<file path="src/hw/rtl/tfcm_pkg.sv">
package tfcm_pkg;

    // Default width of temperatures and range registers.
    localparam int TEMP_BITS_DEF = 16;

    // Breakpoints are held with this many fraction bits of the span.
    localparam int SCALE_BITS = 16;

    // Breakpoint fractions of the span in Q0.16.
    localparam logic [15:0] K_A = 16'd13900;
    localparam logic [15:0] K_B = 16'd20854;
    localparam logic [15:0] K_C = 16'd27800;
    localparam logic [15:0] K_D = 16'd53622;

    // Quotient bits produced by the divider; one more than a level so that
    // values above the channel ceiling are seen and clamped.
    localparam int Q_BITS = 9;
    localparam int LEVEL_BITS = 8;

    // Channel ceilings.
    localparam logic [LEVEL_BITS-1:0] TOP_FULL    = 8'd255;
    localparam logic [LEVEL_BITS-1:0] TOP_BLUE_HI = 8'd240;

    // Colour lanes.
    localparam int LANES    = 3;
    localparam int LANE_RED = 0;
    localparam int LANE_GRN = 1;
    localparam int LANE_BLU = 2;

    // Range registers after reset: 20 and 40 degrees at 1/64 degree units.
    localparam int RANGE_MIN_RESET = 1280;
    localparam int RANGE_MAX_RESET = 2560;

    // Register indexes of the configuration port.
    localparam int CFG_IDX_BITS = 1;
    localparam logic [CFG_IDX_BITS-1:0] REG_RANGE_MIN = 1'b0;
    localparam logic [CFG_IDX_BITS-1:0] REG_RANGE_MAX = 1'b1;

    // Output word: three levels and the RGB565 word.
    localparam int PIX_BITS = 3 * LEVEL_BITS + 16;

endpackage

</file>
<file path="src/hw/rtl/tfcm_div.sv">
// Pipelined restoring divider for one colour lane: an overflow check, then
// one quotient bit per stage, most significant first.
module tfcm_div
    import tfcm_pkg::*;
#(
    parameter int TEMP_BITS = TEMP_BITS_DEF,
    localparam int PW = TEMP_BITS + SCALE_BITS + 1,
    localparam int DW = PW,
    localparam int RW = DW + Q_BITS
)
(
    input  logic               clk,
    input  logic [Q_BITS:0]    en,
    input  logic [RW-1:0]      num_in,
    input  logic [DW-1:0]      den_in,
    input  logic               hi_in,
    output logic [Q_BITS-1:0]  quo,
    output logic               ovf,
    output logic               hi
);

    logic [RW-1:0]     rem_reg [Q_BITS];
    logic [DW-1:0]     d_reg   [Q_BITS];
    logic [Q_BITS-1:0] q_reg   [Q_BITS];
    logic              ovf_reg [Q_BITS+1];
    logic              hi_reg  [Q_BITS+1];

    // Stage 0: a quotient of 2^Q_BITS or more saturates the channel.
    always_ff @(posedge clk)
    begin
        if (en[0])
        begin
            rem_reg[0] <= num_in;
            d_reg[0]   <= den_in;
            ovf_reg[0] <= num_in >= (RW'(den_in) << Q_BITS);
            hi_reg[0]  <= hi_in;
        end
    end

    for (genvar j = 1; j <= Q_BITS; j++)
    begin : g_bit
        localparam int K = Q_BITS - j;

        logic [RW-1:0]     sub;
        logic              take;
        logic [Q_BITS-1:0] q_prev;

        if (j == 1)
        begin : g_first
            assign q_prev = '0;
        end
        else
        begin : g_rest
            assign q_prev = q_reg[j-2];
        end

        assign sub  = RW'(d_reg[j-1]) << K;
        assign take = !ovf_reg[j-1] && (rem_reg[j-1] >= sub);

        always_ff @(posedge clk)
        begin
            if (en[j])
            begin
                q_reg[j-1] <= q_prev | (Q_BITS'(take) << K);
                ovf_reg[j] <= ovf_reg[j-1];
                hi_reg[j]  <= hi_reg[j-1];
            end
        end

        if (j < Q_BITS)
        begin : g_rem
            always_ff @(posedge clk)
            begin
                if (en[j])
                begin
                    rem_reg[j] <= take ? (rem_reg[j-1] - sub) : rem_reg[j-1];
                    d_reg[j]   <= d_reg[j-1];
                end
            end
        end
    end

    assign quo = q_reg[Q_BITS-1];
    assign ovf = ovf_reg[Q_BITS];
    assign hi  = hi_reg[Q_BITS];

endmodule

</file>
<file path="config.mk">
export PLATFORM = sky130hd
export DESIGN_NAME = tfcm_div
export DESIGN_NICKNAME = d
export VERILOG_FILES = /design/src/hw/rtl/tfcm_pkg.sv /design/src/hw/rtl/tfcm_div.sv
export SDC_FILE = /design/constraint.sdc
export NUM_CORES = 1
export LEC_CHECK = 0
export BUFFER_PORTS_ARGS = -buffer_cell sky130_fd_sc_hd__buf_2
export CAP_MARGIN = 15
export CORE_MARGIN = 2
export CORE_UTILIZATION = 55
export CTS_BUF_LIST = sky130_fd_sc_hd__clkbuf_8
export CTS_CLUSTER_SIZE = 10
export DETAILED_ROUTE_END_ITERATION = 12
export PLACE_DENSITY = 0.74
export SLEW_MARGIN = 20
export SYNTH_ARGS = -nofsm -noshare
export SYNTH_HDL_FRONTEND = slang
export SYNTH_SLANG_ARGS = --single-unit
</file>
<file path="constraint.sdc">
create_clock -name clk -period 3.2 [get_ports clk]
set_input_delay 0.64 -clock clk [delete_from_list [all_inputs] [get_ports clk]]
set_output_delay 0.64 -clock clk [all_outputs]
set_load 0.005 [all_outputs]
</file>
# == After elaboration in Yosys (flattened, before gate mapping) ==
# Memory sizes are Yosys's and may differ from the RTL's.
# Index checks and enable logic that the tools add are counted.
# classes
mux,28
order_cmp,10
reduce_logical,18
bitwise,8
add_sub_neg,8
# ops
cell,n
$mux W42,8
$ge A42 B33 Y1,1
$ge A42 B34 Y1,1
$ge A42 B35 Y1,1
$ge A42 B36 Y1,1
$ge A42 B37 Y1,1
$ge A42 B38 Y1,1
$ge A42 B39 Y1,1
$ge A42 B40 Y1,1
$ge A42 B41 Y1,1
$ge A42 B42 Y1,1
$sub A42 B34 Y42,1
$sub A42 B35 Y42,1
$sub A42 B36 Y42,1
$sub A42 B37 Y42,1
$sub A42 B38 Y42,1
$sub A42 B39 Y42,1
$sub A42 B40 Y42,1
$sub A42 B41 Y42,1
$mux W1,20
$logic_and A1 B1 Y1,9
$logic_not A1 Y1,9
$or A9 B1 Y9,1
$or A9 B2 Y9,1
other kinds (6),6
# word_totals
register_bits,0
n_memories,5
ram_bits,776
output_inout_bits,11
inputBits,87
elab_cells,77
# mem_list
name,words,width,rd,rd_ports_with_merged_regs,wr,line,source
rem_reg,9,42,9,0,9,tfcm_div.sv:22,logic [RW-1:0] rem_reg [Q_BITS];
d_reg,9,33,9,0,9,tfcm_div.sv:23,logic [DW-1:0] d_reg [Q_BITS];
q_reg,9,9,9,0,9,tfcm_div.sv:24,logic [Q_BITS-1:0] q_reg [Q_BITS];
hi_reg,10,1,10,0,10,tfcm_div.sv:26,logic hi_reg [Q_BITS+1];
ovf_reg,10,1,10,0,10,tfcm_div.sv:25,logic ovf_reg [Q_BITS+1];

# == Logic depth before layout (Yosys ltp) ==
# An unclocked memory read counts as a cell.
# logic_depth
word_depth,4
depth_mapped,15
ltp_nobuf,14

# == Worst setup path before layout ==
# Ideal clock, no wire load.
# synth_path
kind,flip-flop to flip-flop
from,memory rem_reg[0][254] (netlist bit)
to,"memory rem_reg[0][297] (netlist bit), data pin"
t_arrival_ns,3.159
path_stages_with_launch,14
setup_time_ns,0.260
setup_slack_ns,-0.219
n_path_buf,1
t_required_ns,2.940
path_cell_list,edfxtp_1 inv_1 ha_1 inv_1 fa_1 a211oi_2 o211ai_1 a21bo_2 a221o_1 a31o_2 a21oi_1 o22a_1 buf_2 mux2_2
# synth_rtl
element,line
from (decl),tfcm_div.sv:22

==> out/metrics.csv <==
stage;metric;value;unit
outcome;status;finished with violations;
outcome;failing checks;setup timing;
finish;number of flip-flops in the largest register;378;
pwr;clock group share of total power;23.3;%
finish;share of layout cells above drive strength 1;31.4;%
setup_path;CP Launch Type;flop;
setup_path;CP max stage delay;0.43;ns
placement;IO buf count;97;
finish;Layout Cells excl Fill;5867;
yosys;syn nets;4209;
sta;Tcrit/Tclk final;110;%
pwr;NetSw;11.2;mW
sta;final-report setup violation count;227;
sta;fin. max-slew vios;0;
pwr;Comb pwr share;39.0;%
sta;fmax;283;MHz
global_routing;first-pass GRT wire length;157000;um
yosys;library cells used by synthesis;90;
route;total number of vias;31800;
worst_hold_path;Hold Path Class;primary input to flop;
pwr;leak pwr;24.3;nW
yosys;post-synthesis compound-gate area fraction;15.3;%
finish;nets;5170;
route;DRC violations left;0;
yosys;mux contribution to synthesized area;2.11;%
sta;WHS;0.0864;ns
sta;Rel. slew slack;52.0;%
setup_path;crit path DAT;4.08;ns
floorplan;Initial Util;55.5;%
setup_path;Most Frequent Cell on Critical Path;buf_6;
setup_path;cell family with most CP delay;compound AO/OA/AOI/OAI gates;
yosys;Adder-Cell Fraction of Synth Area;10.2;%
placement;placed cells;5510;
sta;post-layout minimum cycle time;3.53;ns
route;drt wl/cell;17.4;um
placement;HPWL after DPL;72000;um
setup_path;Slowest cell on crit path;edfxtp_1;
finish;Area Growth Syn to Fin;31.7;%
floorplan;Chip Width;281;um
yosys;post-synth top area share;52.7;%
setup_path;CP bufs+invs;2;
route;post-route ant nets;0;
finish;post-layout util;73.1;%
yosys;Post-Synth XOR/XNOR Area;5.42;%
clock_network;htree depth;3;
yosys;yosys warns;0;
yosys;Primary FF master, synth;edfxtp_1;
yosys;number of synthesized register bits;740;
sta;RSZ-0062 raised after global routing;yes;
clock_network;TritonCTS clock tree;done;
yosys;Post-Synthesis Cells;3784;
pwr;Worst IR Drop VDD;0.334;mV
yosys;synth cell count leaders;edfxtp_1, inv_1, nand2_1, ha_1, o21ai_0;
placement;GP Congestion;0.921;
yosys;Post-synth EDFFs;740;
pwr;Power Total;34.9;mW
floorplan;Die Y;281;um
clock_network;CTS clk-pin slew, worst paths;0.06;ns
yosys;Avg Cell Area, Syn;11.1;um2
sta;final worst slack;-0.330;ns
setup_path;Crit path required time;3.75;ns
yosys;cell with the most instances after synthesis;edfxtp_1;
global_routing;gr usage total;25.1;%
global_routing;gr ovfl total;0;
pwr;P_int;23.7;mW
yosys;Synth Area in Simple Gates;9.77;%
yosys;synth top area cells;edfxtp_1, ha_1, o21ai_0, inv_1, a21oi_1;
yosys;Async SR Flop Fraction;0;%
setup_path;nature of the critical path endpoint;flop;
pwr;sw frac;32.0;%
yosys;synthesized area;0.0421;mm2
setup_path;Crit Path Class;flop to flop;
yosys;Yosys top cell by area;edfxtp_1;
floorplan;core area;0.0759;mm2
clock_network;Hold-fix buffers, CTS;0;
sta;slew of the pin with the lowest slew margin;0.713;ns
sta;clock skew;0.0394;ns
global_routing;largest net degree at the start of global routing;80;
route;drt via density;5.42;
global_routing;vias in the first global route;32000;
yosys;largest family of logic cells by synthesized area;compound AO/OA/AOI/OAI gates;
clock_network;CTS Sinks;740;
sta;final hold violation count;0;
global_routing;antenna violations before repair;1;
yosys;sequential-to-total area share from yosys stat;52.7;%
sta;Final TNS setup;-39.02;ns
pwr;PwrDens;629;mW/mm2
pwr;Seq pwr share;37.7;%
setup_path;crit path cell chain;ha_4, fa_2, nand2b_4, a211oi_2, a211o_1, a221o_1, a41oi_2, o21a_1, a211oi_4, buf_6, buf_6, o311ai_4, nor3b_2, xor2_1;
route;drt first pass iters;5;
route;final WL;102000;um
clock_network;CTS Buf Count;118;
route;initial drt markers;1643;
run;max-cap violations;0;
clock_network;clk_lat worst skew;0.74;ns
floorplan;row count;101;
clock_network;Clock Tree Root;clkbuf_8;
setup_path;Crit Path Max Fanout;3;
floorplan;die area;0.0788;mm2
clock_network;Max Root-Sink Buffers;3;
floorplan;# IOs;98;
-- worst paths after layout --
kind	start	end	slack, ns	cells past startpoint
min	den_in[24]	d_reg[0][24]$_DFFE_PP_	0.09	1
max reg2reg	d_reg[1][0]$_DFFE_PP_	rem_reg[0][251]$_DFFE_PP_	-0.33	14
min reg2reg	hi_reg[1]$_DFFE_PP_	hi_reg[2]$_DFFE_PP_	0.41	0
max	d_reg[1][0]$_DFFE_PP_	rem_reg[0][251]$_DFFE_PP_	-0.33	14
-- layout by cell type (no fill, tap or decap), types with 34 or more instances in the layout --
master / Yosys / final
o21ai_2: 1 / 82
ha_1: 330 / 304
mux2_4: 1 / 49
o21ai_0: 302 / 189
nand2_1: 337 / 303
inv_1: 388 / 410
buf_4: 1 / 731
clkbuf_8: 0 / 122
nand2b_1: 37 / 36
nand3_1: 59 / 55
buf_2: 24 / 90
xor2_1: 117 / 117
o21bai_1: 39 / 34
edfxtp_1: 740 / 740
nor2_1: 148 / 139
buf_12: 0 / 36
nand4_1: 62 / 62
a21o_1: 155 / 155
a21oi_1: 256 / 235
buf_6: 1 / 56
xnor2_1: 144 / 143
-- through the flow --
step           area, um2  worst slack (ns)
2_1_floorplan      42200           -0.0992
3_3_place_gp       49100            -0.556
3_5_place_dp       49100            -0.628
4_1_cts            53800            -0.329
5_1_grt            55500            -0.471
6_report           55500            -0.330
-- timing repair --
action	in CTS	in global routing
gates resized for setup	341	329
setup endpoints to repair	281	304
buffers inserted	72	74
gates cloned	21	7
pin swaps	97	164
-- power groups by stage --
stage	sequential (mW)	clock [mW]	combinational (mW)
finish	13.2	8.14	13.6
global route	13.3	8.75	14.8
CTS	13.1	8.34	12.6
detailed placement	13.3	0	11.3
global placement	13.3	0	11.1
floorplan	13.0	0	7.12
-- area by class of cell --
type,count,area [um2]
Clock buffer,122,1680
Antenna cell,1,2.50
Sequential cell,740,22200
Inverter,389,1470
Tap cell,1030,1290
Timing Repair Buffer,945,7960
Clock inverter,89,694
Multi-Input combinational cell,2551,20200
Fill cell,5250,20400
-- per-layer routing --
| metal | wire (um) | track usage, % |
|---|---|---|
| met3 | 3500 | 3.00 |
| met2 | 53300 | 47.0 |
| met4 | 6640 | 15.4 |
| met1 | 38500 | 26.7 |
| met5 | 0 | 0 |
-- logic make-up (layout without fill, tap and decap cells) --
logic type,Yosys count,count (layout)
AOI/OAI and AO/OA,1022,1022
and+or+nand+nor,851,851
DFF,740,740
buffers and inverters,493,1545
adders and majority gates,338,338
xor gates and xnor gates,261,261
muxes,79,79
other,0,1
Note: power is estimated with default switching activity, not from simulation.
