`src/hw/rtl/tfcm_pkg.sv`:
```
package tfcm_pkg;

    // Default width of temperatures and range registers.
    localparam int TEMP_BITS_DEF = 16;

    // Breakpoints are held with this many fraction bits of the span.
    localparam int SCALE_BITS = 16;

    // Breakpoint fractions of the span in Q0.16.
    localparam logic [15:0] K_A = 16'd13900;
    localparam logic [15:0] K_B = 16'd20854;
    localparam logic [15:0] K_C = 16'd27800;
    localparam logic [15:0] K_D = 16'd53622;

    // Quotient bits produced by the divider; one more than a level so that
    // values above the channel ceiling are seen and clamped.
    localparam int Q_BITS = 9;
    localparam int LEVEL_BITS = 8;

    // Channel ceilings.
    localparam logic [LEVEL_BITS-1:0] TOP_FULL    = 8'd255;
    localparam logic [LEVEL_BITS-1:0] TOP_BLUE_HI = 8'd240;

    // Colour lanes.
    localparam int LANES    = 3;
    localparam int LANE_RED = 0;
    localparam int LANE_GRN = 1;
    localparam int LANE_BLU = 2;

    // Range registers after reset: 20 and 40 degrees at 1/64 degree units.
    localparam int RANGE_MIN_RESET = 1280;
    localparam int RANGE_MAX_RESET = 2560;

    // Register indexes of the configuration port.
    localparam int CFG_IDX_BITS = 1;
    localparam logic [CFG_IDX_BITS-1:0] REG_RANGE_MIN = 1'b0;
    localparam logic [CFG_IDX_BITS-1:0] REG_RANGE_MAX = 1'b1;

    // Output word: three levels and the RGB565 word.
    localparam int PIX_BITS = 3 * LEVEL_BITS + 16;

endpackage

```
`src/hw/rtl/tfcm_front.sv`:
```
// Front of the pipeline: offset of the sample, segment choice per colour,
// and a dividend and divisor for each colour lane.
module tfcm_front
    import tfcm_pkg::*;
#(
    parameter int TEMP_BITS = TEMP_BITS_DEF,
    localparam int PW = TEMP_BITS + SCALE_BITS + 1,
    localparam int W  = PW + 1,
    localparam int DW = W - 1,
    localparam int RW = DW + Q_BITS
)
(
    input  logic                        clk,
    input  logic [2:0]                  en,
    input  logic signed [TEMP_BITS-1:0] sample,
    input  logic signed [TEMP_BITS-1:0] range_min,
    input  logic signed [PW-1:0]        bp_a,
    input  logic signed [PW-1:0]        bp_b,
    input  logic signed [PW-1:0]        bp_c,
    input  logic signed [PW-1:0]        bp_d,
    input  logic signed [PW-1:0]        bp_max,
    output logic [RW-1:0]               lane_num [LANES],
    output logic [DW-1:0]               lane_den [LANES],
    output logic                        lane_hi  [LANES]
);

    typedef enum logic [1:0] {SEG_RAMP, SEG_ZERO, SEG_FULL} seg_kind_t;

    logic signed [TEMP_BITS:0] diff_reg;
    logic signed [TEMP_BITS:0] diff_next;

    logic signed [PW-1:0] v_p;
    logic signed [W-1:0]  va, ba, bb, bc, bd, bmx;
    logic signed [W-1:0]  num1_next [LANES];
    logic signed [W-1:0]  den1_next [LANES];
    seg_kind_t            kind1_next [LANES];
    logic                 hi1_next [LANES];
    logic signed [W-1:0]  num1_reg [LANES];
    logic signed [W-1:0]  den1_reg [LANES];
    seg_kind_t            kind1_reg [LANES];
    logic                 hi1_reg [LANES];

    logic signed [W-1:0]  nm [LANES];
    logic signed [W-1:0]  dn [LANES];
    logic [RW-1:0]        prod [LANES];
    logic [RW-1:0]        num2_next [LANES];
    logic [DW-1:0]        den2_next [LANES];
    logic [RW-1:0]        num2_reg [LANES];
    logic [DW-1:0]        den2_reg [LANES];
    logic                 hi2_reg [LANES];

    // Stage 0: sample relative to the cold end.
    assign diff_next = $signed({sample[TEMP_BITS-1], sample})
                     - $signed({range_min[TEMP_BITS-1], range_min});

    always_ff @(posedge clk)
    begin
        if (en[0])
        begin
            diff_reg <= diff_next;
        end
    end

    // Stage 1: place the sample against the breakpoints and pick each
    // colour's segment.
    always_comb
    begin
        v_p = $signed({diff_reg, {SCALE_BITS{1'b0}}});
        va  = W'(v_p);
        ba  = W'(bp_a);
        bb  = W'(bp_b);
        bc  = W'(bp_c);
        bd  = W'(bp_d);
        bmx = W'(bp_max);

        for (int i = 0; i < LANES; i++)
        begin
            num1_next[i]  = '0;
            den1_next[i]  = '0;
            kind1_next[i] = SEG_RAMP;
            hi1_next[i]   = 1'b0;
        end

        num1_next[LANE_RED] = va - bb;
        den1_next[LANE_RED] = bc - bb;

        priority if (v_p > 0 && v_p < bp_a)
        begin
            num1_next[LANE_GRN] = va;
            den1_next[LANE_GRN] = ba;
        end
        else if (v_p >= bp_a && v_p <= bp_c)
        begin
            kind1_next[LANE_GRN] = SEG_FULL;
        end
        else if (v_p > bp_c)
        begin
            num1_next[LANE_GRN] = bd - va;
            den1_next[LANE_GRN] = bd - bc;
        end
        else
        begin
            kind1_next[LANE_GRN] = SEG_ZERO;
        end

        priority if (v_p <= bp_b)
        begin
            num1_next[LANE_BLU] = bb - va;
            den1_next[LANE_BLU] = bb - ba;
        end
        else if (v_p <= bp_d)
        begin
            kind1_next[LANE_BLU] = SEG_ZERO;
        end
        else
        begin
            num1_next[LANE_BLU] = va - bd;
            den1_next[LANE_BLU] = bmx - bd;
            hi1_next[LANE_BLU]  = 1'b1;
        end
    end

    always_ff @(posedge clk)
    begin
        if (en[1])
        begin
            for (int i = 0; i < LANES; i++)
            begin
                num1_reg[i]  <= num1_next[i];
                den1_reg[i]  <= den1_next[i];
                kind1_reg[i] <= kind1_next[i];
                hi1_reg[i]   <= hi1_next[i];
            end
        end
    end

    // Stage 2: make the divisor positive and scale the dividend by the
    // ceiling (255 is 256 - 1, 240 is 256 - 16). A full segment becomes
    // one over zero, which the divider reports as overflow.
    always_comb
    begin
        for (int i = 0; i < LANES; i++)
        begin
            nm[i]   = den1_reg[i][W-1] ? -num1_reg[i] : num1_reg[i];
            dn[i]   = den1_reg[i][W-1] ? -den1_reg[i] : den1_reg[i];
            prod[i] = (RW'(DW'(nm[i])) << 8)
                    - (hi1_reg[i] ? (RW'(DW'(nm[i])) << 4) : RW'(DW'(nm[i])));
            unique case (kind1_reg[i])
                SEG_FULL:
                begin
                    num2_next[i] = RW'(1);
                    den2_next[i] = '0;
                end
                SEG_RAMP:
                begin
                    if (nm[i] <= 0)
                    begin
                        num2_next[i] = '0;
                        den2_next[i] = DW'(1);
                    end
                    else
                    begin
                        num2_next[i] = prod[i];
                        den2_next[i] = DW'(dn[i]);
                    end
                end
                default:
                begin
                    num2_next[i] = '0;
                    den2_next[i] = DW'(1);
                end
            endcase
        end
    end

    always_ff @(posedge clk)
    begin
        if (en[2])
        begin
            for (int i = 0; i < LANES; i++)
            begin
                num2_reg[i] <= num2_next[i];
                den2_reg[i] <= den2_next[i];
                hi2_reg[i]  <= hi1_reg[i];
            end
        end
    end

    assign lane_num = num2_reg;
    assign lane_den = den2_reg;
    assign lane_hi  = hi2_reg;

endmodule

```
`config.mk`:
```
export PLATFORM = sky130hd
export DESIGN_NAME = tfcm_front
export DESIGN_NICKNAME = d
export VERILOG_FILES = /design/src/hw/rtl/tfcm_pkg.sv /design/src/hw/rtl/tfcm_front.sv
export SDC_FILE = /design/constraint.sdc
export NUM_CORES = 2
export LEC_CHECK = 0
export ABC_CLOCK_PERIOD_IN_PS = 14900
export BUFFER_PORTS_ARGS = -buffer_cell sky130_fd_sc_hd__buf_2
export CORE_ASPECT_RATIO = 2
export CORE_MARGIN = 1
export CORE_UTILIZATION = 30
export CTS_BUF_LIST = sky130_fd_sc_hd__clkbuf_16
export DETAILED_ROUTE_END_ITERATION = 8
export GPL_TIMING_DRIVEN = 0
export SLEW_MARGIN = 10
export SYNTH_ARGS = -nofsm -noshare
export SYNTH_HDL_FRONTEND = slang
export SYNTH_SLANG_ARGS = --single-unit
```
`constraint.sdc`:
```
create_clock -name clk -period 14.9 [get_ports clk]
set_input_delay 2.98 -clock clk [delete_from_list [all_inputs] [get_ports clk]]
set_output_delay 2.98 -clock clk [all_outputs]
set_load 0.005 [all_outputs]
```
# Word level (Yosys, flattened, before mapping)
# Memory sizes are Yosys's and may differ from the RTL's.
# Index checks and enable logic that the tools add are counted.
# totals
ff_bits,245
ramBits,213
inputBits,201
output_inout_bits,228
n_memories,4
# memory_table
name,depth,width,read_ports,rd_ports_with_merged_regs,write_ports,line_no,rtl
den1_reg,3,34,3,0,3,tfcm_front.sv:39,logic signed [W-1:0] den1_reg [LANES];
num1_reg,3,34,3,0,3,tfcm_front.sv:38,logic signed [W-1:0] num1_reg [LANES];
kind1_reg,3,2,3,0,3,tfcm_front.sv:40,seg_kind_t kind1_reg [LANES];
hi1_reg,3,1,3,0,3,tfcm_front.sv:41,logic hi1_reg [LANES];
# classes
add_sub_neg,18
order_cmp,10
eq_ne,3
muxes,40
n_reduce_logical,5
# ops
cell,n
$mux 34,13
$sub 33x33->34,8
$pmux 42 s2,3
$mux 33,6
$pmux 33 s2,3
$mux 42,3
$sub 41x37->42,3
$mux 36,3
$le 34x1->1 const B,3
$neg 34->34,3
$le 33x33->1,3
$neg 33->33,3
$ge 33x33->1,1
$gt 33x1->1 const B,1
$gt 33x33->1,1
$lt 33x33->1,1
$sub 16x16->17,1
$mux 1,7
$eq 2x2->1 const B,3
$logic_not 2->1,3
$mux 2,2
$logic_and 1x1->1,2

# Longest topological paths before layout
# An unclocked memory read counts as a cell.
# logic_depth
depth_word,7
ltp_mapped,23
ltp_nobuf,22

# Worst setup path before layout
# OpenSTA, ideal clock, no wires.
# synth_timing
path_type,input to register
start,input bp_max[0]
end,memory den1_reg[0][94] (netlist bit) (data pin)
arrival_time_ns,6.191
setup_slack_ns,8.454
stages,16
n_path_buf,0
cell_sequence,inv_1 ha_1 inv_1 fa_1 a21o_1 a21oi_1 o21bai_1 a2111oi_0 o31ai_1 a22o_1 a221oi_1 o21a_1 o21ai_0 a31oi_1 xnor2_1 a31o_2
# synth_rtl
item,line_no,rtl
start: declaration,tfcm_front.sv:21,"input logic signed [PW-1:0] bp_max,"
end: declaration,tfcm_front.sv:39,

==> results.cfg <==
[status]
status = complete, no violations

[clock_tree]
cts_tree = built
cts_setup_buffers = 0
cts_buffers = 45
cts_max_level = 2
clockBufferDepth = 3
cts_sinks = 451
clockRootBuffer = clkbuf_16
cts_hold_buf = 0
path_clk_slew_ns = 0.07
insertion_delay_ns = 0.64
cts_resized = 0

[run]
drv_cap = 0

[critical_path]
crit_buf_inv = 5
crit_required_ns = 15.16
worst_path_largest_cell_delay_ns = 0.86
critical_path.max_fanout = 10
timing.reg2reg.setup_slack_ns = 8.27
path_cells = buf_2, inv_1, ha_1, nor3b_1, and3_1, clkbuf_1, a31o_2, a21oi_1, o21ai_0, a221o_1, a21o_1, a31oi_1, a211oi_1, clkbuf_1, buf_1, o22ai_1
rr_endpoint = lane_num[77]
critPathMostFrequentCell = clkbuf_1
crit_type = in -> reg
critical-path-top-delay-family = buffers and inverters
crit_path_top_delay_cell = clkbuf_1
crit_arrival_ns = 8.53
path_depth = 16
r2r_cells = 18
crit_path_end = den1_reg[0][96]
startpoint_type = input pin
r2r_start = den1_reg[0][67]
startpoint = bp_b[1]
endpoint_kind = register

[timing]
skew_ns = 0.0471
max_freq_mhz = 121
tns_ns = 0
relSlewSlack_pct = 21.8
hold_viol_final = 0
rsz0062_at_grt = false
fin_crit_sh_pct = 55.5
setup_viol = 0
finalCriticalPeriod_ns = 8.26
worst_pin_slew_ns = 1.17
slew_viol_final = 0

[floorplanning]
die_area_mm2 = 0.134
dieWidth_um = 259
io_pins = 429
initial_core_util_pct = 30.2
die_y_um = 516
core_mm2 = 0.131
num_rows = 188

[pwr]
intPower_mw = 3.73
clock_power_share_pct = 16.3
comb_power_share_pct = 54.5
switching_power_mw = 3.10
p_per_area_mw_per_mm2 = 150
total_leakage_power_nw = 18.9
p_total_mw = 6.83
seqPwrFrac_pct = 29.2
p_sw_share_pct = 45.4
ir_drop_mv = 0.0844

[final_layout]
multi_input_area_mm2 = 0.0240
final_common_cell = buf_2
final_nets = 5413
design_area_mm2 = 0.0454
seq_area_mm2 = 0.0135
drive_gt1_share_pct = 12.7
area_growth_pct = 14.7
largest_register_ff_count = 126
nFillCells = 13525
final_cell_mix = buf_2, edfxtp_1, nor2_1, inv_1, ha_1
utilization_pct = 34.7

[min_path]
min_path_type = reg -> reg

[detailed_routing]
vias = 36607
drtIter0Drc = 2672
wl_per_cell_um = 25.3
dr.pass1.iters = 7
route.detailed.drc = 0
viasPerCell = 5.51
wl_um = 168000
ant_nets = 0

[synthesis]
avgSynthCellArea_um2 = 9.00
synth_cell_types = 116
yosys_register_bits = 451
syn-cell-area_mm2 = 0.0396
synth_flop_cell = edfxtp_1
postSynth.asyncResetShare_pct = 0
ys_seq_area_share_pct = 34.2
synth_edf_count = 451
ys_warn_count = 0
synth_cells = 4401

[placement]
portBuffers = 426
placed_area_mm2 = 0.0440
gp_congestion = 1.01
hpwl_um = 140000

[grt]
top_usage_layer = met2
grt_pass1_wl_um = 238000
antenna_found_initial = 50
grt_pass1_vias = 36280
globalRouteTotalUtil_pct = 24.4
grt_use_met1_pct = 26.3
grt_start_max_net_pins = 111
met2_usage_pct = 43.2
grt_overflow = 0
met3_usage_pct = 4.64
[through the flow]
stage	std cells	hold slack, ns	worst slack (ns)
floorplan	4402	0.424	8.45
global placement	6538	0.507	6.15
detailed placement	6541	0.499	6.19
CTS	6624	0.514	6.85
global route	6631	0.533	6.39
finish	6647	0.505	6.64
[final cells by class]
type                    instances  area share [%]
plain buffers                 173            1.64
well taps                    1710            4.71
multi-input cells            3431            52.9
inverters                     347            2.87
repair buffers                429            4.92
flip-flops and latches        451            29.8
diodes                         23           0.127
clock buffers                  47            2.59
clock inverters                36           0.465
[power groups by stage]
stage | Clock, mW | Combinational (mW) | Sequential, mW
CTS | 1.15 | 3.69 | 1.99
finish | 1.11 | 3.72 | 2.00
global placement | 0 | 3.65 | 2.02
detailed placement | 0 | 3.67 | 2.02
floorplan | 0 | 2.44 | 1.96
global route | 1.18 | 4.03 | 2.02
[logic make-up after synthesis]
family          synth area share [%]
other cells                  0.00947
compound gates                  20.7
xor+xnor                        11.5
flops                           34.2
fa+ha+maj                       11.0
buf+inv                         5.16
simple gates                    16.5
mux                            0.847
[worst min-delay path by stage]
stage	start	to	slack [ns]	cells after the start
after global placement	hi1_reg[0][2]	lane_hi[0]	0.51	0
after global routing	hi1_reg[0][2]	lane_hi[0]	0.53	0
after CTS	hi1_reg[0][2]	lane_hi[0]	0.51	0
after floorplan	hi1_reg[0][2]	lane_hi[0]	0.42	0
after detailed placement	hi1_reg[0][2]	lane_hi[0]	0.50	0
final	hi1_reg[0][2]	lane_hi[0]	0.50	0
[synth_stat cells, types with 64 or more instances]
master / n / area share, %
o31ai_1: 64 / 1.2
inv_1: 342 / 3.2
ha_1: 327 / 10
a21o_1: 133 / 2.5
a21oi_1: 281 / 3.6
xor2_1: 233 / 5.2
nor2_1: 447 / 4.2
xnor2_1: 280 / 6.2
nor3_1: 86 / 1.1
o21ai_0: 230 / 2.9
clkbuf_1: 114 / 1.1
nand3_1: 86 / 1.1
nand2_1: 255 / 2.4
edfxtp_1: 451 / 34
[layer usage]
layer,vias up,share of wire (%)
met1,17548,37
met3,470,6.8
met5,-,0.16
met2,1412,49
li1,17137,-
met4,40,7.4
(Power assumes the default switching activity.)
