===== config.mk =====
export PLATFORM = sky130hd
export DESIGN_NAME = tfcm_bkpt
export DESIGN_NICKNAME = d
export VERILOG_FILES = /design/src/hw/rtl/tfcm_pkg.sv /design/src/hw/rtl/tfcm_bkpt.sv
export SDC_FILE = /design/constraint.sdc
export NUM_CORES = 1
export LEC_CHECK = 0
export BUFFER_PORTS_ARGS = -buffer_cell sky130_fd_sc_hd__buf_4
export CAP_MARGIN = 20
export CORE_ASPECT_RATIO = 0.7
export CORE_UTILIZATION = 66
export CTS_CLUSTER_DIAMETER = 120
export DETAILED_ROUTE_END_ITERATION = 6
export GPL_TIMING_DRIVEN = 0
export HOLD_SLACK_MARGIN = 0.05
export PLACE_DENSITY = 0.89
export SYNTH_ARGS = -nofsm -noshare
export SYNTH_HDL_FRONTEND = slang
export SYNTH_SLANG_ARGS = --single-unit

===== constraint.sdc =====
create_clock -name clk -period 20.4 [get_ports clk]
set_input_delay 2.04 -clock clk [delete_from_list [all_inputs] [get_ports clk]]
set_output_delay 2.04 -clock clk [all_outputs]
set_load 0.1 [all_outputs]

===== src/hw/rtl/tfcm_pkg.sv =====
package tfcm_pkg;

    // Default width of temperatures and range registers.
    localparam int TEMP_BITS_DEF = 16;

    // Breakpoints are held with this many fraction bits of the span.
    localparam int SCALE_BITS = 16;

    // Breakpoint fractions of the span in Q0.16.
    localparam logic [15:0] K_A = 16'd13900;
    localparam logic [15:0] K_B = 16'd20854;
    localparam logic [15:0] K_C = 16'd27800;
    localparam logic [15:0] K_D = 16'd53622;

    // Quotient bits produced by the divider; one more than a level so that
    // values above the channel ceiling are seen and clamped.
    localparam int Q_BITS = 9;
    localparam int LEVEL_BITS = 8;

    // Channel ceilings.
    localparam logic [LEVEL_BITS-1:0] TOP_FULL    = 8'd255;
    localparam logic [LEVEL_BITS-1:0] TOP_BLUE_HI = 8'd240;

    // Colour lanes.
    localparam int LANES    = 3;
    localparam int LANE_RED = 0;
    localparam int LANE_GRN = 1;
    localparam int LANE_BLU = 2;

    // Range registers after reset: 20 and 40 degrees at 1/64 degree units.
    localparam int RANGE_MIN_RESET = 1280;
    localparam int RANGE_MAX_RESET = 2560;

    // Register indexes of the configuration port.
    localparam int CFG_IDX_BITS = 1;
    localparam logic [CFG_IDX_BITS-1:0] REG_RANGE_MIN = 1'b0;
    localparam logic [CFG_IDX_BITS-1:0] REG_RANGE_MAX = 1'b1;

    // Output word: three levels and the RGB565 word.
    localparam int PIX_BITS = 3 * LEVEL_BITS + 16;

endpackage


===== src/hw/rtl/tfcm_bkpt.sv =====
// Range registers and the four breakpoints derived from them.
module tfcm_bkpt
    import tfcm_pkg::*;
#(
    parameter int TEMP_BITS = TEMP_BITS_DEF,
    localparam int PW = TEMP_BITS + SCALE_BITS + 1
)
(
    input  logic                        clk,
    input  logic                        rst_n,
    input  logic                        cfg_we,
    input  logic [CFG_IDX_BITS-1:0]     cfg_index,
    input  logic [TEMP_BITS-1:0]        cfg_data,
    output logic signed [TEMP_BITS-1:0] range_min,
    output logic signed [PW-1:0]        bp_a,
    output logic signed [PW-1:0]        bp_b,
    output logic signed [PW-1:0]        bp_c,
    output logic signed [PW-1:0]        bp_d,
    output logic signed [PW-1:0]        bp_max
);

    logic signed [TEMP_BITS-1:0] range_min_reg;
    logic signed [TEMP_BITS-1:0] range_max_reg;
    logic signed [TEMP_BITS:0]   span;
    logic signed [PW-1:0]        bp_a_reg, bp_b_reg, bp_c_reg, bp_d_reg, bp_max_reg;
    logic signed [PW-1:0]        bp_a_next, bp_b_next, bp_c_next, bp_d_next, bp_max_next;

    always_ff @(posedge clk or negedge rst_n)
    begin
        if (!rst_n)
        begin
            range_min_reg <= TEMP_BITS'(RANGE_MIN_RESET);
            range_max_reg <= TEMP_BITS'(RANGE_MAX_RESET);
        end
        else if (cfg_we)
        begin
            unique case (cfg_index)
                REG_RANGE_MIN: range_min_reg <= cfg_data;
                REG_RANGE_MAX: range_max_reg <= cfg_data;
                default:       range_min_reg <= range_min_reg;
            endcase
        end
    end

    // Breakpoints relative to the cold end: span times the fraction.
    always_comb
    begin
        span        = $signed({range_max_reg[TEMP_BITS-1], range_max_reg})
                    - $signed({range_min_reg[TEMP_BITS-1], range_min_reg});
        bp_a_next   = PW'(span) * $signed(PW'({1'b0, K_A}));
        bp_b_next   = PW'(span) * $signed(PW'({1'b0, K_B}));
        bp_c_next   = PW'(span) * $signed(PW'({1'b0, K_C}));
        bp_d_next   = PW'(span) * $signed(PW'({1'b0, K_D}));
        bp_max_next = $signed({span, {SCALE_BITS{1'b0}}});
    end

    always_ff @(posedge clk)
    begin
        bp_a_reg   <= bp_a_next;
        bp_b_reg   <= bp_b_next;
        bp_c_reg   <= bp_c_next;
        bp_d_reg   <= bp_d_next;
        bp_max_reg <= bp_max_next;
    end

    assign range_min = range_min_reg;
    assign bp_a      = bp_a_reg;
    assign bp_b      = bp_b_reg;
    assign bp_c      = bp_c_reg;
    assign bp_d      = bp_d_reg;
    assign bp_max    = bp_max_reg;

endmodule


Yosys cells after proc, flatten, opt, wreduce, memory -nomap -nowiden

Cells that the tools add are included.
W data, S select, Z words.

Add/sub/neg operators: 1
$mul: 4
Bitwise gates (word level): 1
Reductions and logical operators: 2

Operators with widths:

| cell                     | number |
|---|---|
| $mul A17 B13 Y30 const B | 2 |
| $mul A17 B15 Y32 const B | 1 |
| $mul A17 B16 Y32 const B | 1 |
| $sub A16 B16 Y17         | 1 |
| $reduce_and A2 Y1        | 2 |
| $not A1 Y1               | 1 |

Register bits: 174
Output and inout port bits: 181

Depth between registers and ports, before layout

Word-level depth: 2
Depth in mapped cells: 34
Gate-level depth less buffers: 34

Worst setup path before layout

No wires, ideal clock.

Path type: reg-to-reg
From: register range_min_reg[4] (netlist: range_min[4])
To: register bp_b_reg[29] (netlist: bp_b[29])
Setup time: 0.119 ns
Arrival time: 8.233 ns
Data required time: 20.281 ns
Path slack: 12.048 ns
Cell stages (with the launch flop): 33
Buffers on the path: 0
Clock period less this slack: 8.352 ns
Cells stage by stage: dfrtp_1 -> inv_1 -> ha_1 -> a21o_1 -> or3_4 -> o211ai_2 -> a21oi_1 -> nor2_1 -> nor2b_1 -> o21ai_0 -> nand2b_1 -> xor2_1 -> inv_1 -> fa_1 -> inv_1 -> fa_1 -> ha_1 -> inv_1 -> fa_1 -> inv_1 -> fa_1 -> inv_1 -> fa_1 -> inv_1 -> ha_1 -> nand3_1 -> nor2_1 -> or4b_2 -> a21oi_1 -> o31ai_1 -> o21bai_1 -> a21oi_1 -> xnor2_1

Cells in the longest elaborated chain, start to end: 2

Ends and longest elaborated chain:

| what                   | line            | RTL |
|---|---|---|
| from (decl)            | tfcm_bkpt.sv:22 | `logic signed [TEMP_BITS-1:0] range_min_reg;` |
| from (signal assigned) | tfcm_bkpt.sv:32 | `range_min_reg <= TEMP_BITS'(RANGE_MIN_RESET);` |
| from (signal assigned) | tfcm_bkpt.sv:38 | `REG_RANGE_MIN: range_min_reg <= cfg_data;` |
| from (signal assigned) | tfcm_bkpt.sv:40 | `default: range_min_reg <= range_min_reg;` |
| $sub A16 B16 Y17       | tfcm_bkpt.sv:49 | `- $signed({range_min_reg[TEMP_BITS-1], range_min_reg});` |
| net span[13]           | tfcm_bkpt.sv:24 | `logic signed [TEMP_BITS:0] span;` |
| $mul A17 B15 Y32       | tfcm_bkpt.sv:51 | `bp_b_next = PW'(span) * $signed(PW'({1'b0, K_B}));` |
| net bp_b_next[29]      | tfcm_bkpt.sv:26 | `logic signed [PW-1:0] bp_a_next, bp_b_next, bp_c_next, bp_d_next, bp_max_next;` |
| to (signal assigned)   | tfcm_bkpt.sv:60 | `bp_b_reg <= bp_b_next;` |
| to (decl)              | tfcm_bkpt.sv:25 | `logic signed [PW-1:0] bp_a_reg, bp_b_reg, bp_c_reg, bp_d_reg, bp_max_reg;` |

The timed path passes the listed nets, and every way through them passes these cells.
A chain may end at the register's enable or synchronous reset.

Final worst setup path

From: register range_min_reg[4] (netlist: range_min[4])
To: register bp_b_reg[30] (netlist: bp_b[30])

Same word-level chain as after synthesis.

==> summary by stage <==
Yosys
For this run, the number of Yosys warnings is 0. The post-synthesis instance total is 1806. The share of synthesized registers carrying an async set or reset is 23.5%.

In the post-synthesis netlist, the biggest area contributors are sky130_fd_sc_hd__fa_1 29%, sky130_fd_sc_hd__ha_1 19%, sky130_fd_sc_hd__dfxtp_1 12%, sky130_fd_sc_hd__inv_1 9.2%, sky130_fd_sc_hd__xnor2_1 5.7%. The synthesized design contains 136 register bits. The cell type with the largest total area after synthesis is sky130_fd_sc_hd__fa_1. The number of synthesized flops with an enable pin is 0. The synthesized netlist contains 71 unique library cells. Dividing the synthesized area by the synthesized cell count gives 9.83 sq um.

The share of the yosys chip area belonging to registers is 16.3%. The most used flip-flop cell after synthesis is sky130_fd_sc_hd__dfxtp_1. Summing every instance area after synthesis gives 17800 sq um. The top-area cell type share of the netlist area is 29.1%. In the post-synthesis netlist, the cell with the most instances is sky130_fd_sc_hd__inv_1.

The commonest cells after synthesis are 435 x sky130_fd_sc_hd__inv_1, 265 x sky130_fd_sc_hd__ha_1, 258 x sky130_fd_sc_hd__fa_1, 115 x sky130_fd_sc_hd__xnor2_1, 104 x sky130_fd_sc_hd__dfxtp_1.

CTS
The H-tree level count is 4. At the later pin of the worst-skew pair, clock insertion delay measures 460 ps. In this run the deepest clock path goes through 2 buffers. The number of sinks driven by the clock tree is 136. Clock tree synthesis inserted a total of 17 buffers. After clock tree synthesis, the flow added hold-fix buffers numbering 0.

CTS placed an instance of sky130_fd_sc_hd__clkbuf_16 at the clock tree root. The count of cells resized by post-cts repair is 0. The CTS tree is yes. After clock tree synthesis, the clock-pin slew on the worst setup and hold paths is 60 ps. Buffers added to address setup during post-CTS repair amount to 0.

GRT
The global-route wire length before repair is 73.7 mm. The largest net degree at the start of global routing is 34. The global routing stage identified its most utilized layer as met2.

Global routing used 35.8% of the available tracks. The total overflow reported by the global router is 0. In the global route stage, met2 resource usage came out at 58.4%. The met3 global-route usage is 7.25%. The initial antenna violation count is 1. The met1 track demand over resource is 48.5%. The via count of the first global-routing pass is 13800.

Routing
The number of vias per cell after detailed routing is 5.60. The routed length per placed instance is 19.6 um. The count of antenna-violating nets left after detailed routing is 0.

For this run, the detailed router's first-pass iteration total came to 5. The first routing iteration left 1090 violations. The via count of the routed design is 13500. The sum of routed wire length over all layers is 47.2 mm. The residual DRC count is 0.

STA
At the pin with the least slew margin, the transition time is 1110 ps. The normalized max-slew margin is 25.2%. The number of max-slew violations in the final report is 0. The count of final hold-check violations came to 0.

Of the available clock period, the critical path in the final layout requires 45.9%. Static timing analysis puts the maximum clock frequency at 107 MHz. Setup violations remaining at the end of the flow were counted as 0.

Setup repair after global routing left no endpoint under its margin. Hold timing on the final database bottoms out at a slack of 514 ps. The clock skew is 17.0 ps.

For the final routed database, the setup TNS stands at 0 ps. The post-route minimum period is 9370 ps.

Floorplan
After floorplanning, the core was divided into 49 placement rows. The floorplan step set the die height to 139 um. For this design the top-level I/O count stands at 201.

The area of the core is 26100 sq um. The total die area is 27600 sq um. The starting utilization of the core area is 68.2%. The floorplan step set the die width to 198 um.

Layout
The number of flip-flops in the largest register is 31. The final net count is 2575. The number of antenna diodes in the final layout is 0. In the final layout, the share of cells above drive strength 1 is 16.2%. From synthesis to final layout, the design area changed by 14.4%.

Outcome
The flow ran to the end, and the final reports show no timing, DRC or antenna violations.

Critical path
The critical path in this run is classified as flop to flop. The worst setup path is captured at a flop. Along the worst path, the maximum fanout reaches 10. In this design, the stage delay of the slowest critical-path cell is 820 ps.

The kind of cell with the highest combined delay on the critical path is adder cells. The count of buffering cells on the critical path with inverters included is 7. The cell with the largest stage delay on the worst path is sky130_fd_sc_hd__xor2_2.

The critical path's most frequent cell is sky130_fd_sc_hd__inv_1. For the worst setup path, the data required time is 20730 ps. STA classifies the critical path startpoint as a flop. At the worst endpoint, the arrival time is 9700 ps.

Hold path
The classification of the worst-slack hold path is flop to flop.

Placement
The weighted congestion reported at the end of routability-driven placement is 0.990. Buffers placed on the I/O ports in this run total 177. The half-perimeter wire length of the detailed placement result is 38.9 mm.

Run
Max-cap violations in this run came to 0.
-- final timing paths --
check | startpoint | end | slack, ps | depth (start not counted)
worst max-delay path | range_min[4]$_DFFE_PN0P_ | bp_b[30]$_DFF_P_ | 11030 | 32
worst min-delay path | range_max_reg[12]$_DFFE_PN0P_ | range_max_reg[12]$_DFFE_PN0P_ | 510 | 1
worst max register to register | range_min[4]$_DFFE_PN0P_ | bp_b[30]$_DFF_P_ | 11030 | 32
worst min register to register | range_max_reg[12]$_DFFE_PN0P_ | range_max_reg[12]$_DFFE_PN0P_ | 510 | 1
max in group asynchronous | rst_n | range_max_reg[11]$_DFFE_PN1P_ | 18530 | 1
min in group asynchronous | rst_n | range_max_reg[6]$_DFFE_PN0P_ | 1520 | 1
-- final cells by class --
class / instances / area (sq um)
inverters: 437 / 1640
fillers: 1662 / 5740
multi-input cells: 1180 / 12800
clock buffers: 20 / 468
clock inverters: 12 / 116
well taps: 357 / 447
plain buffers: 76 / 522
flip-flops and latches: 136 / 2890
repair buffers: 184 / 1410
-- through the flow --
step	setup slack (ps)	cell area, sq um	utilization, %	instances
finish	11030	20300	78.0	2402
global route	10550	20300	78.0	2402
CTS	11240	20300	77.9	2400
detailed placement	11320	19700	75.6	2368
global placement	11040	19600	75.3	2363
floorplan	12050	17800	-	1829
-- routing by layer --
layer / up-vias / share of wire [%]
met5: - / 0.028
met4: 2 / 2.6
met3: 99 / 9.4
met2: 693 / 47
met1: 6614 / 41
li1: 6052 / -
-- placed cells by master, fill, tap and decap left out, types with 3 or more instances in the layout --
| master | netlist | routed |
|---|---|---|
| sky130_fd_sc_hd__o21ai_1 | 5 | 5 |
| sky130_fd_sc_hd__a211oi_1 | 3 | 3 |
| sky130_fd_sc_hd__nand2_1 | 55 | 55 |
| sky130_fd_sc_hd__nand2b_1 | 12 | 12 |
| sky130_fd_sc_hd__clkbuf_1 | 7 | 8 |
| sky130_fd_sc_hd__xor2_1 | 34 | 33 |
| sky130_fd_sc_hd__dfstp_2 | 4 | 4 |
| sky130_fd_sc_hd__dfxtp_1 | 104 | 104 |
| sky130_fd_sc_hd__conb_1 | 1 | 24 |
| sky130_fd_sc_hd__ha_1 | 265 | 265 |
| sky130_fd_sc_hd__buf_4 | 61 | 241 |
| sky130_fd_sc_hd__clkinv_4 | 0 | 5 |
| sky130_fd_sc_hd__or2_2 | 4 | 4 |
| sky130_fd_sc_hd__xnor2_1 | 115 | 112 |
| sky130_fd_sc_hd__o211ai_1 | 3 | 3 |
| sky130_fd_sc_hd__o21bai_1 | 14 | 14 |
| sky130_fd_sc_hd__a21oi_1 | 86 | 86 |
| sky130_fd_sc_hd__xnor2_2 | 0 | 3 |
| sky130_fd_sc_hd__o22a_1 | 3 | 3 |
| sky130_fd_sc_hd__or3_1 | 7 | 7 |
| sky130_fd_sc_hd__clkinv_2 | 1 | 3 |
| sky130_fd_sc_hd__nor3_1 | 15 | 15 |
| sky130_fd_sc_hd__o21a_1 | 11 | 11 |
| sky130_fd_sc_hd__buf_2 | 5 | 6 |
| sky130_fd_sc_hd__buf_6 | 0 | 3 |
| sky130_fd_sc_hd__o21ai_0 | 58 | 58 |
| sky130_fd_sc_hd__o31ai_1 | 7 | 7 |
| sky130_fd_sc_hd__nor2b_1 | 11 | 11 |
| sky130_fd_sc_hd__and2_1 | 5 | 5 |
| sky130_fd_sc_hd__nand4_1 | 5 | 5 |
| sky130_fd_sc_hd__inv_1 | 435 | 435 |
| sky130_fd_sc_hd__a31oi_1 | 5 | 5 |
| sky130_fd_sc_hd__fa_1 | 258 | 258 |
| sky130_fd_sc_hd__nor2_1 | 62 | 62 |
| sky130_fd_sc_hd__nand3_1 | 13 | 13 |
| sky130_fd_sc_hd__dfrtp_1 | 28 | 28 |
| sky130_fd_sc_hd__clkbuf_16 | 0 | 18 |
| sky130_fd_sc_hd__mux2i_1 | 3 | 3 |
| sky130_fd_sc_hd__mux2_2 | 18 | 18 |
| sky130_fd_sc_hd__a21o_1 | 34 | 34 |
-- kinds of logic after synthesis --
logic type | synth area share [%]
flops | 16.3
mux | 1.31
simple gates | 5.19
compound gates | 9.79
other cells | 0.0211
fa+ha+maj | 47.8
buf+inv | 12.2
xor+xnor | 7.50
Power is left out: the tool's default activity adds up to more than one toggle a clock period on the data nets, which glitch-free logic cannot reach.
